===== config.mk =====
export PLATFORM = sky130hd
export DESIGN_NAME = byte_matrix_row_col_rotator_core_flat
export DESIGN_NICKNAME = d
export VERILOG_FILES = /design/src/design/bmr_pkg.sv /design/src/design/bmr_chan_if.sv /design/src/design/bmr_ctrl.sv /design/src/design/bmr_datapath.sv /design/src/design/byte_matrix_row_col_rotator_core.sv /design/src/flat_wrapper.sv
export SDC_FILE = /design/constraint.sdc
export NUM_CORES = 1
export LEC_CHECK = 0
export ABC_AREA = 1
export BUFFER_PORTS_ARGS = -buffer_cell sky130_fd_sc_hd__clkbuf_2
export CAP_MARGIN = 10
export CORE_MARGIN = 8
export CORE_UTILIZATION = 40
export CTS_CLUSTER_SIZE = 24
export DETAILED_ROUTE_END_ITERATION = 12
export REMOVE_ABC_BUFFERS = 1
export SYNTH_ARGS = -nofsm -noshare
export SYNTH_HDL_FRONTEND = slang
export SYNTH_SLANG_ARGS = --single-unit

===== constraint.sdc =====
create_clock -name clk -period 4.09 [get_ports clk]
set_input_delay 0.409 -clock clk [delete_from_list [all_inputs] [get_ports clk]]
set_output_delay 0.409 -clock clk [all_outputs]
set_load 0.01 [all_outputs]

===== src/design/bmr_pkg.sv =====
// Shared types and constants for the byte grid rotator.
// Used by the channel interfaces, the controller, the datapath and the top level.
`timescale 1ns / 1ps
`default_nettype none

package bmr_pkg;

  localparam int FUNC_W = 2;
  localparam int POS_W  = 2;
  localparam int AMT_W  = 2;
  localparam int BYTE_W = 8;

  typedef enum logic [FUNC_W-1:0] {
    FUNC_WRITE   = 2'd0,
    FUNC_READ    = 2'd1,
    FUNC_ROT_ROW = 2'd2,
    FUNC_ROT_COL = 2'd3
  } func_t;

  typedef enum logic {
    ST_IDLE = 1'b0,
    ST_EXEC = 1'b1
  } ctrl_state_t;

  // Commands from the controller to the datapath.
  typedef struct packed {
    logic capture;
    logic execute;
  } dp_ctrl_t;

endpackage

`default_nettype wire


===== src/design/bmr_chan_if.sv =====
// Valid/ready channel interfaces for the byte grid rotator.
// Depends on bmr_pkg for the field widths.
`timescale 1ns / 1ps
`default_nettype none

interface bmr_in_if;
  logic                        valid;
  logic                        ready;
  logic [bmr_pkg::FUNC_W-1:0]  func;
  logic [bmr_pkg::POS_W-1:0]   pos_col;
  logic [bmr_pkg::POS_W-1:0]   pos_row;
  logic [bmr_pkg::AMT_W-1:0]   amount;
  logic                        toward;
  logic [bmr_pkg::BYTE_W-1:0]  write_value;

  modport source (output valid, func, pos_col, pos_row, amount, toward, write_value,
                  input ready);
  modport sink (input valid, func, pos_col, pos_row, amount, toward, write_value,
                output ready);
endinterface

interface bmr_out_if;
  logic                        valid;
  logic                        ready;
  logic [bmr_pkg::BYTE_W-1:0]  read_value;

  modport source (output valid, read_value, input ready);
  modport sink (input valid, read_value, output ready);
endinterface

`default_nettype wire


===== src/design/bmr_ctrl.sv =====
// Sequencing controller for the byte grid rotator: captures a transaction,
// runs it once the result register is free, and owns the result valid flag.
// Depends on bmr_pkg.
`timescale 1ns / 1ps
`default_nettype none

module bmr_ctrl (
  input  wire logic              clk,
  input  wire logic              rst_n,
  input  wire logic              in_valid,
  output logic                   in_ready,
  output logic                   out_valid,
  input  wire logic              out_ready,
  output bmr_pkg::dp_ctrl_t      ctrl
);

  bmr_pkg::ctrl_state_t state_r, state_nxt;
  logic                 out_valid_r, out_valid_nxt;
  logic                 res_free;

  assign res_free  = !out_valid_r || out_ready;
  assign out_valid = out_valid_r;

  always_comb begin
    state_nxt = state_r;
    case (state_r)
      bmr_pkg::ST_IDLE: begin
        if (in_valid) begin
          state_nxt = bmr_pkg::ST_EXEC;
        end
      end
      bmr_pkg::ST_EXEC: begin
        if (res_free) begin
          state_nxt = bmr_pkg::ST_IDLE;
        end
      end
      default: state_nxt = bmr_pkg::ST_IDLE;
    endcase
  end

  always_comb begin
    in_ready     = 1'b0;
    ctrl.capture = 1'b0;
    ctrl.execute = 1'b0;
    case (state_r)
      bmr_pkg::ST_IDLE: begin
        in_ready     = 1'b1;
        ctrl.capture = in_valid;
      end
      bmr_pkg::ST_EXEC: begin
        ctrl.execute = res_free;
      end
      default: begin
        in_ready = 1'b0;
      end
    endcase
  end

  always_comb begin
    out_valid_nxt = out_valid_r;
    if (ctrl.execute) begin
      out_valid_nxt = 1'b1;
    end else if (out_ready) begin
      out_valid_nxt = 1'b0;
    end
  end

  always_ff @(posedge clk) begin
    if (!rst_n) begin
      state_r     <= bmr_pkg::ST_IDLE;
      out_valid_r <= 1'b0;
    end else begin
      state_r     <= state_nxt;
      out_valid_r <= out_valid_nxt;
    end
  end

  // An accepted transaction is always followed by the execute state.
  a_accept_to_exec: assert property (@(posedge clk) disable iff (!rst_n)
    (in_valid && in_ready) |=> (state_r == bmr_pkg::ST_EXEC))
    else $error("accepted transaction did not enter execute");

  // Execution never overwrites a result that has not been taken.
  a_exec_res_free: assert property (@(posedge clk) disable iff (!rst_n)
    ctrl.execute |-> (!out_valid_r || out_ready))
    else $error("execute while result register is occupied");

  // A result appears only right after an execution.
  a_valid_from_exec: assert property (@(posedge clk) disable iff (!rst_n)
    $rose(out_valid_r) |-> $past(ctrl.execute))
    else $error("result valid without execution");

endmodule

`default_nettype wire


===== src/design/bmr_datapath.sv =====
// Datapath of the byte grid rotator: command register, grid of byte
// registers with row and column rotation multiplexers, and the result register.
// Depends on bmr_pkg.
`timescale 1ns / 1ps
`default_nettype none

module bmr_datapath #(
  parameter int GRID_WIDTH  = 4,
  parameter int GRID_HEIGHT = 4
) (
  input  wire logic                        clk,
  input  wire logic                        rst_n,
  input  wire bmr_pkg::dp_ctrl_t           ctrl,
  input  wire logic [bmr_pkg::FUNC_W-1:0]  in_func,
  input  wire logic [bmr_pkg::POS_W-1:0]   in_pos_col,
  input  wire logic [bmr_pkg::POS_W-1:0]   in_pos_row,
  input  wire logic [bmr_pkg::AMT_W-1:0]   in_amount,
  input  wire logic                        in_toward,
  input  wire logic [bmr_pkg::BYTE_W-1:0]  in_write_value,
  output logic [bmr_pkg::BYTE_W-1:0]       out_read_value
);

  localparam int CW    = $clog2(GRID_WIDTH);
  localparam int RW    = $clog2(GRID_HEIGHT);
  localparam int CELLS = GRID_WIDTH * GRID_HEIGHT;
  localparam int AW    = $clog2(CELLS);
  localparam logic [CW+1:0] COL_MASK = (CW+2)'(GRID_WIDTH - 1);
  localparam logic [RW+1:0] ROW_MASK = (RW+2)'(GRID_HEIGHT - 1);

  bmr_pkg::func_t                func_r;
  logic [bmr_pkg::POS_W-1:0]     col_r;
  logic [bmr_pkg::POS_W-1:0]     row_r;
  logic [bmr_pkg::AMT_W-1:0]     amt_r;
  logic                          toward_r;
  logic [bmr_pkg::BYTE_W-1:0]    wval_r;

  logic [bmr_pkg::BYTE_W-1:0]    grid_r   [CELLS];
  logic [bmr_pkg::BYTE_W-1:0]    grid_nxt [CELLS];
  logic [bmr_pkg::BYTE_W-1:0]    read_value_r, read_value_nxt;

  logic [CW-1:0]                 col_m, amt_row;
  logic [RW-1:0]                 row_m, amt_col;
  logic [AW-1:0]                 idx;

  logic [bmr_pkg::BYTE_W-1:0]    row_line [GRID_WIDTH];
  logic [bmr_pkg::BYTE_W-1:0]    row_rot  [GRID_WIDTH];
  logic [bmr_pkg::BYTE_W-1:0]    col_line [GRID_HEIGHT];
  logic [bmr_pkg::BYTE_W-1:0]    col_rot  [GRID_HEIGHT];

  // Indices and amounts are masked with the line length minus one.
  assign col_m   = CW'((CW+2)'(col_r) & COL_MASK);
  assign row_m   = RW'((RW+2)'(row_r) & ROW_MASK);
  assign amt_row = CW'((CW+2)'(amt_r) & COL_MASK);
  assign amt_col = RW'((RW+2)'(amt_r) & ROW_MASK);
  assign idx     = AW'(col_m) + AW'(row_m) * AW'(GRID_WIDTH);

  always_comb begin
    for (int c = 0; c < GRID_WIDTH; c++) begin
      row_line[c] = '0;
      for (int r = 0; r < GRID_HEIGHT; r++) begin
        if (row_m == RW'(r)) begin
          row_line[c] = grid_r[r * GRID_WIDTH + c];
        end
      end
    end
    for (int r = 0; r < GRID_HEIGHT; r++) begin
      col_line[r] = '0;
      for (int c = 0; c < GRID_WIDTH; c++) begin
        if (col_m == CW'(c)) begin
          col_line[r] = grid_r[r * GRID_WIDTH + c];
        end
      end
    end
  end

  // Left or up takes from i+t, right or down from i-t, both modulo the length.
  always_comb begin
    logic [CW:0] rs;
    for (int c = 0; c < GRID_WIDTH; c++) begin
      if (toward_r) begin
        rs = (CW+1)'(c) + (CW+1)'(GRID_WIDTH) - (CW+1)'(amt_row);
      end else begin
        rs = (CW+1)'(c) + (CW+1)'(amt_row);
      end
      if (rs >= (CW+1)'(GRID_WIDTH)) begin
        rs = rs - (CW+1)'(GRID_WIDTH);
      end
      row_rot[c] = row_line[rs[CW-1:0]];
    end
  end

  always_comb begin
    logic [RW:0] cs;
    for (int r = 0; r < GRID_HEIGHT; r++) begin
      if (toward_r) begin
        cs = (RW+1)'(r) + (RW+1)'(GRID_HEIGHT) - (RW+1)'(amt_col);
      end else begin
        cs = (RW+1)'(r) + (RW+1)'(amt_col);
      end
      if (cs >= (RW+1)'(GRID_HEIGHT)) begin
        cs = cs - (RW+1)'(GRID_HEIGHT);
      end
      col_rot[r] = col_line[cs[RW-1:0]];
    end
  end

  always_comb begin
    for (int k = 0; k < CELLS; k++) begin
      grid_nxt[k] = grid_r[k];
    end
    read_value_nxt = read_value_r;
    if (ctrl.execute) begin
      read_value_nxt = '0;
      for (int r = 0; r < GRID_HEIGHT; r++) begin
        for (int c = 0; c < GRID_WIDTH; c++) begin
          case (func_r)
            bmr_pkg::FUNC_WRITE: begin
              if (idx == AW'(r * GRID_WIDTH + c)) begin
                grid_nxt[r * GRID_WIDTH + c] = wval_r;
              end
            end
            bmr_pkg::FUNC_ROT_ROW: begin
              if (row_m == RW'(r)) begin
                grid_nxt[r * GRID_WIDTH + c] = row_rot[c];
              end
            end
            bmr_pkg::FUNC_ROT_COL: begin
              if (col_m == CW'(c)) begin
                grid_nxt[r * GRID_WIDTH + c] = col_rot[r];
              end
            end
            default: begin
              grid_nxt[r * GRID_WIDTH + c] = grid_r[r * GRID_WIDTH + c];
            end
          endcase
        end
      end
      if (func_r == bmr_pkg::FUNC_READ) begin
        read_value_nxt = grid_r[idx];
      end
    end
  end

  always_ff @(posedge clk) begin
    if (ctrl.capture) begin
      func_r   <= bmr_pkg::func_t'(in_func);
      col_r    <= in_pos_col;
      row_r    <= in_pos_row;
      amt_r    <= in_amount;
      toward_r <= in_toward;
      wval_r   <= in_write_value;
    end
    read_value_r <= read_value_nxt;
  end

  always_ff @(posedge clk) begin
    if (!rst_n) begin
      for (int k = 0; k < CELLS; k++) begin
        grid_r[k] <= '0;
      end
    end else begin
      for (int k = 0; k < CELLS; k++) begin
        grid_r[k] <= grid_nxt[k];
      end
    end
  end

  assign out_read_value = read_value_r;

  // Only a read transaction returns a nonzero byte.
  a_zero_unless_read: assert property (@(posedge clk) disable iff (!rst_n)
    (ctrl.execute && func_r != bmr_pkg::FUNC_READ) |=> (read_value_r == '0))
    else $error("nonzero result for a transaction other than read");

endmodule

`default_nettype wire


===== src/design/byte_matrix_row_col_rotator_core.sv =====
// Byte grid rotator top level: GRID_WIDTH x GRID_HEIGHT byte registers with
// write, read, row rotation and column rotation. Depends on bmr_pkg,
// bmr_chan_if, bmr_ctrl and bmr_datapath.
`timescale 1ns / 1ps
`default_nettype none

// A transaction is accepted in the idle state, in which the command is
// registered, and then runs in the execute state, in which the whole row or
// column passes through the rotation multiplexers into the grid registers and
// the result register is loaded. The controller holds one transaction at a
// time, so it takes no new one until the last has executed; a result not yet
// taken holds the execute state until out_ch.ready frees the result register. Every
// transaction returns exactly one result; it is the addressed byte for a read
// and zero otherwise. Indices and rotation amounts are masked with the line
// length minus one, and the grid is all zero after reset.
module byte_matrix_row_col_rotator_core #(
  parameter int GRID_WIDTH  = 4,
  parameter int GRID_HEIGHT = 4
) (
  input  wire logic  clk,
  input  wire logic  rst_n,
  bmr_in_if.sink     in_ch,
  bmr_out_if.source  out_ch
);

  bmr_pkg::dp_ctrl_t ctrl;

  bmr_ctrl u_ctrl (
    .clk       (clk),
    .rst_n     (rst_n),
    .in_valid  (in_ch.valid),
    .in_ready  (in_ch.ready),
    .out_valid (out_ch.valid),
    .out_ready (out_ch.ready),
    .ctrl      (ctrl)
  );

  bmr_datapath #(
    .GRID_WIDTH  (GRID_WIDTH),
    .GRID_HEIGHT (GRID_HEIGHT)
  ) u_datapath (
    .clk            (clk),
    .rst_n          (rst_n),
    .ctrl           (ctrl),
    .in_func        (in_ch.func),
    .in_pos_col     (in_ch.pos_col),
    .in_pos_row     (in_ch.pos_row),
    .in_amount      (in_ch.amount),
    .in_toward      (in_ch.toward),
    .in_write_value (in_ch.write_value),
    .out_read_value (out_ch.read_value)
  );

endmodule

`default_nettype wire


===== src/flat_wrapper.sv =====
// flat-port wrapper written by rule: the top's interface ports become plain ports
module byte_matrix_row_col_rotator_core_flat 
#(
  parameter int GRID_WIDTH  = 4,
  parameter int GRID_HEIGHT = 4
)
  (clk, rst_n, in_ch_valid, in_ch_func, in_ch_pos_col, in_ch_pos_row, in_ch_amount, in_ch_toward, in_ch_write_value, in_ch_ready, out_ch_valid, out_ch_read_value, out_ch_ready);
  bmr_in_if in_ch_i ();
  bmr_out_if out_ch_i ();
  input  wire logic clk;
  input  wire logic rst_n;
  input wire logic [$bits(in_ch_i.valid)-1:0] in_ch_valid;
  input wire logic [$bits(in_ch_i.func)-1:0] in_ch_func;
  input wire logic [$bits(in_ch_i.pos_col)-1:0] in_ch_pos_col;
  input wire logic [$bits(in_ch_i.pos_row)-1:0] in_ch_pos_row;
  input wire logic [$bits(in_ch_i.amount)-1:0] in_ch_amount;
  input wire logic [$bits(in_ch_i.toward)-1:0] in_ch_toward;
  input wire logic [$bits(in_ch_i.write_value)-1:0] in_ch_write_value;
  output wire logic [$bits(in_ch_i.ready)-1:0] in_ch_ready;
  output wire logic [$bits(out_ch_i.valid)-1:0] out_ch_valid;
  output wire logic [$bits(out_ch_i.read_value)-1:0] out_ch_read_value;
  input wire logic [$bits(out_ch_i.ready)-1:0] out_ch_ready;
  assign in_ch_i.valid = in_ch_valid;
  assign in_ch_i.func = in_ch_func;
  assign in_ch_i.pos_col = in_ch_pos_col;
  assign in_ch_i.pos_row = in_ch_pos_row;
  assign in_ch_i.amount = in_ch_amount;
  assign in_ch_i.toward = in_ch_toward;
  assign in_ch_i.write_value = in_ch_write_value;
  assign in_ch_ready = in_ch_i.ready;
  assign out_ch_valid = out_ch_i.valid;
  assign out_ch_read_value = out_ch_i.read_value;
  assign out_ch_i.ready = out_ch_ready;
  byte_matrix_row_col_rotator_core #(.GRID_WIDTH(GRID_WIDTH), .GRID_HEIGHT(GRID_HEIGHT)) u_core (.clk(clk), .rst_n(rst_n), .in_ch(in_ch_i), .out_ch(out_ch_i));
endmodule

==> results_dict.tcl <==
set metrics [dict create \
    status "finished, final reports clean" \
    nets 1749 \
    coreArea_sq_mm 0.02518 \
    io_pins 31 \
    min-delay-start "in_ch_write_value[7]" \
    rsz0062_at_grt "no" \
    cts_tree "done" \
    synthToLayoutAreaGrowth_pct 10.31 \
    ys_warn_count 0 \
    fin_skew_ns 0.01493 \
    drive_gt1_frac 0.08506 \
    arrival_ns 3.61 \
    vias 11940 \
    die_y_um 176.3 \
    postCtsSetupRepairBufs 0 \
    cts_buffers 17 \
    die_width_um 176.3 \
    r2r-start "u_core.u_datapath.row_m[0]" \
    dp_hpwl_mm 27.39 \
    overflow 0 \
    critPathKind "flop to flop" \
    vdd_ir_drop_max_uv 248.9 \
    h-tree-depth 4 \
    synth.distinct_cells 31 \
    p_total_w 0.004426 \
    p_switching_w 0.001445 \
    min_path_type "input pin to flop" \
    cp-start-kind "flop" \
    power_density_mw_per_mm2 390.4 \
    port_buffers 30 \
    power_frac_clock 0.399 \
    antenna_found_initial 0 \
    postCtsHoldBufs 0 \
    grt_pass1_wl_mm 63.05 \
    grt_max_degree 65 \
    rr_endpoint "u_core.u_datapath.grid_r[12][7]" \
    min_period_ns 3.283 \
    reg2reg_depth 8 \
    setup_viol 0 \
    cap_violations 0 \
    avgSynthCellArea_sq_um 5.910 \
    grt_pass1_vias 10760 \
    pwr-share-comb 0.213 \
    holdPathStages 1 \
    clkSinkCount 155 \
    antenna_cells 0 \
    route.detailed.drc 0 \
    critical_path.max_fanout 37 \
    holdPathEnd "u_core.u_datapath.wval_r[7]" \
    finalMaxSlewViolations 0 \
    synth_area_sq_mm 0.01028 \
    synth-seq-area-share 0.3263 \
    pwr-share-seq 0.387 \
    max_slew.worst_pin.slew_ns 1.250 \
    layout_common_cells "nand2_1, nor2_1, nand3_1, o21ai_0, dfxtp_1" \
    drtIter0Drc 1596 \
    ys_seq_elements 155 \
    fmax_ghz 0.3046 \
    p_int_w 0.002982 \
    place.gp.congestion 0.9713 \
    root_buffer "clkbuf_16" \
    worst_skew_pair.late_latency_ns 0.45 \
    wl_per_cell_um 19.93 \
    cp-end-kind "flop" \
    leakage_nw 4.906 \
    grt_util_all_layers 0.2625 \
    rows 58 \
    ant_nets 0 \
    start_util 0.4081 \
    fin_setup_tns_ns 0 \
    fp.dieArea_sq_mm 0.03108 \
    cts_max_path_buffers 2 \
    firstDrtPassIters 6 \
    relSlewSlack 0.1656 \
    ctsResizeCount 0 \
    layout_commonest_cell "nand2_1" \
    reg2reg_slack_ns 0.81 \
    swShare 0.3264 \
    cp.required_ns 4.42 \
    clk_pin_slew_worst_paths_ns 0.07 \
    via_per_inst 5.768 \
    fin_crit_sh 0.8028 \
    finalHoldViolCount 0 \
    syn-instance-count 1739 \
    drt-total-wl_mm 41.26 \
]
[power groups by stage]
stage	clock network (W)	registers [W]	logic (W)
floorplan	0	0.00174	0.000564
global placement	0	0.00174	0.000908
detailed placement	0	0.00174	0.000913
CTS	0.00178	0.00171	0.000917
global route	0.00184	0.00172	0.00103
finish	0.00177	0.00171	0.000944
[per-layer routing]
metal / part of all wire / vias to the layer above / GRT usage
li1: - / 5609 / -
met5: 0 / - / 0
met2: 0.43 / 747 / 0.4093
met4: 0.050 / 0 / 0.1310
met3: 0.11 / 130 / 0.05020
met1: 0.41 / 5454 / 0.3423
[worst max-delay path: stages, from the launching register on]
cell and delay [ns]:
edfxtp_1 0.89, nand2_2 0.31, inv_2 0.65, a21oi_1 0.16, nor3_2 0.61, buf_4 0.32
nand2_1 0.07, nor2_1 0.10, nor2_1 0.04
[stage by stage]
| step | hold WS, ns | instance area, sq um | cells | utilization | worst slack (ns) |
|---|---|---|---|---|---|
| final | 0.1318 | 11340 | 2070 | 0.4502 | 0.8066 |
| after global routing | 0.1252 | 11340 | 2070 | 0.4502 | 0.7175 |
| after CTS | 0.1263 | 11340 | 2070 | 0.4502 | 0.8921 |
| after detailed placement | 0.4827 | 10700 | 2039 | 0.4250 | 0.9503 |
| after global placement | 0.4780 | 10700 | 2039 | 0.4250 | 1.026 |
| after floorplan | 0.4801 | 9813 | 1637 | - | 0.7827 |
[synth_stat cells (all sizes together)]
master | instances | area [sq um]
edfxtp | 25 | 750.7
nor3 | 16 | 198.9
clkinv | 1 | 3.750
nand2 | 606 | 2282
xnor2 | 1 | 8.760
clkbuf | 40 | 151.4
buf | 62 | 312.8
or2 | 14 | 87.58
a21oi | 31 | 155.2
nor2 | 271 | 1027
nand3 | 255 | 1276
a41oi | 8 | 70.07
inv | 88 | 330.3
o21ai | 167 | 843.3
o31ai | 1 | 21.27
a211oi | 1 | 7.510
dfxtp | 130 | 2603
nand3b | 1 | 7.510
nand4 | 14 | 87.58
o21a | 7 | 52.55
[sequential cells by signal, indices dropped and copies added (netlist names)]
signal and flops:
u_core.u_ctrl.out_valid 1, u_core.u_ctrl.state_r 1, u_core.u_datapath.amt_col 2, u_core.u_datapath.col_m 2
u_core.u_datapath.func_r 2, u_core.u_datapath.grid_r 128, u_core.u_datapath.out_read_value 8, u_core.u_datapath.row_m 2
u_core.u_datapath.toward_r 1, u_core.u_datapath.wval_r 8
[cell type report]
class	count	area, sq um
Clock buffer	22	475.5
Sequential cell	155	3353
Inverter	89	334.1
Fill cell	2692	13840
Tap cell	330	412.9
Multi-Input combinational cell	1393	6133
Timing Repair Buffer	72	467.9
Clock inverter	9	160.2
[worst max-delay path by stage]
stage,slack [ns],end,from
global route,0.72,u_core.u_datapath.grid_r[12][6],u_core.u_datapath.row_m[0]
CTS,0.89,u_core.u_datapath.grid_r[12][7],u_core.u_datapath.row_m[0]
global placement,1.03,u_core.u_datapath.grid_r[12][7],u_core.u_datapath.row_m[0]
floorplan,0.78,u_core.u_datapath.grid_r[6][7],u_core.u_datapath.amt_col[0]
detailed placement,0.95,u_core.u_datapath.grid_r[12][7],u_core.u_datapath.row_m[0]
finish,0.81,u_core.u_datapath.grid_r[12][7],u_core.u_datapath.row_m[0]
[logic make-up (layout without fill, tap and decap cells)]
kind of cell    after synthesis  after routing  synth area share
xor+xnor                      1              1         0.0008524
buf+inv                     191            192           0.07767
flops                       155            155            0.3263
compound gates              215            215            0.1119
simple gates               1177           1177            0.4833
No activity file was read; power rests on OpenSTA's default activity.
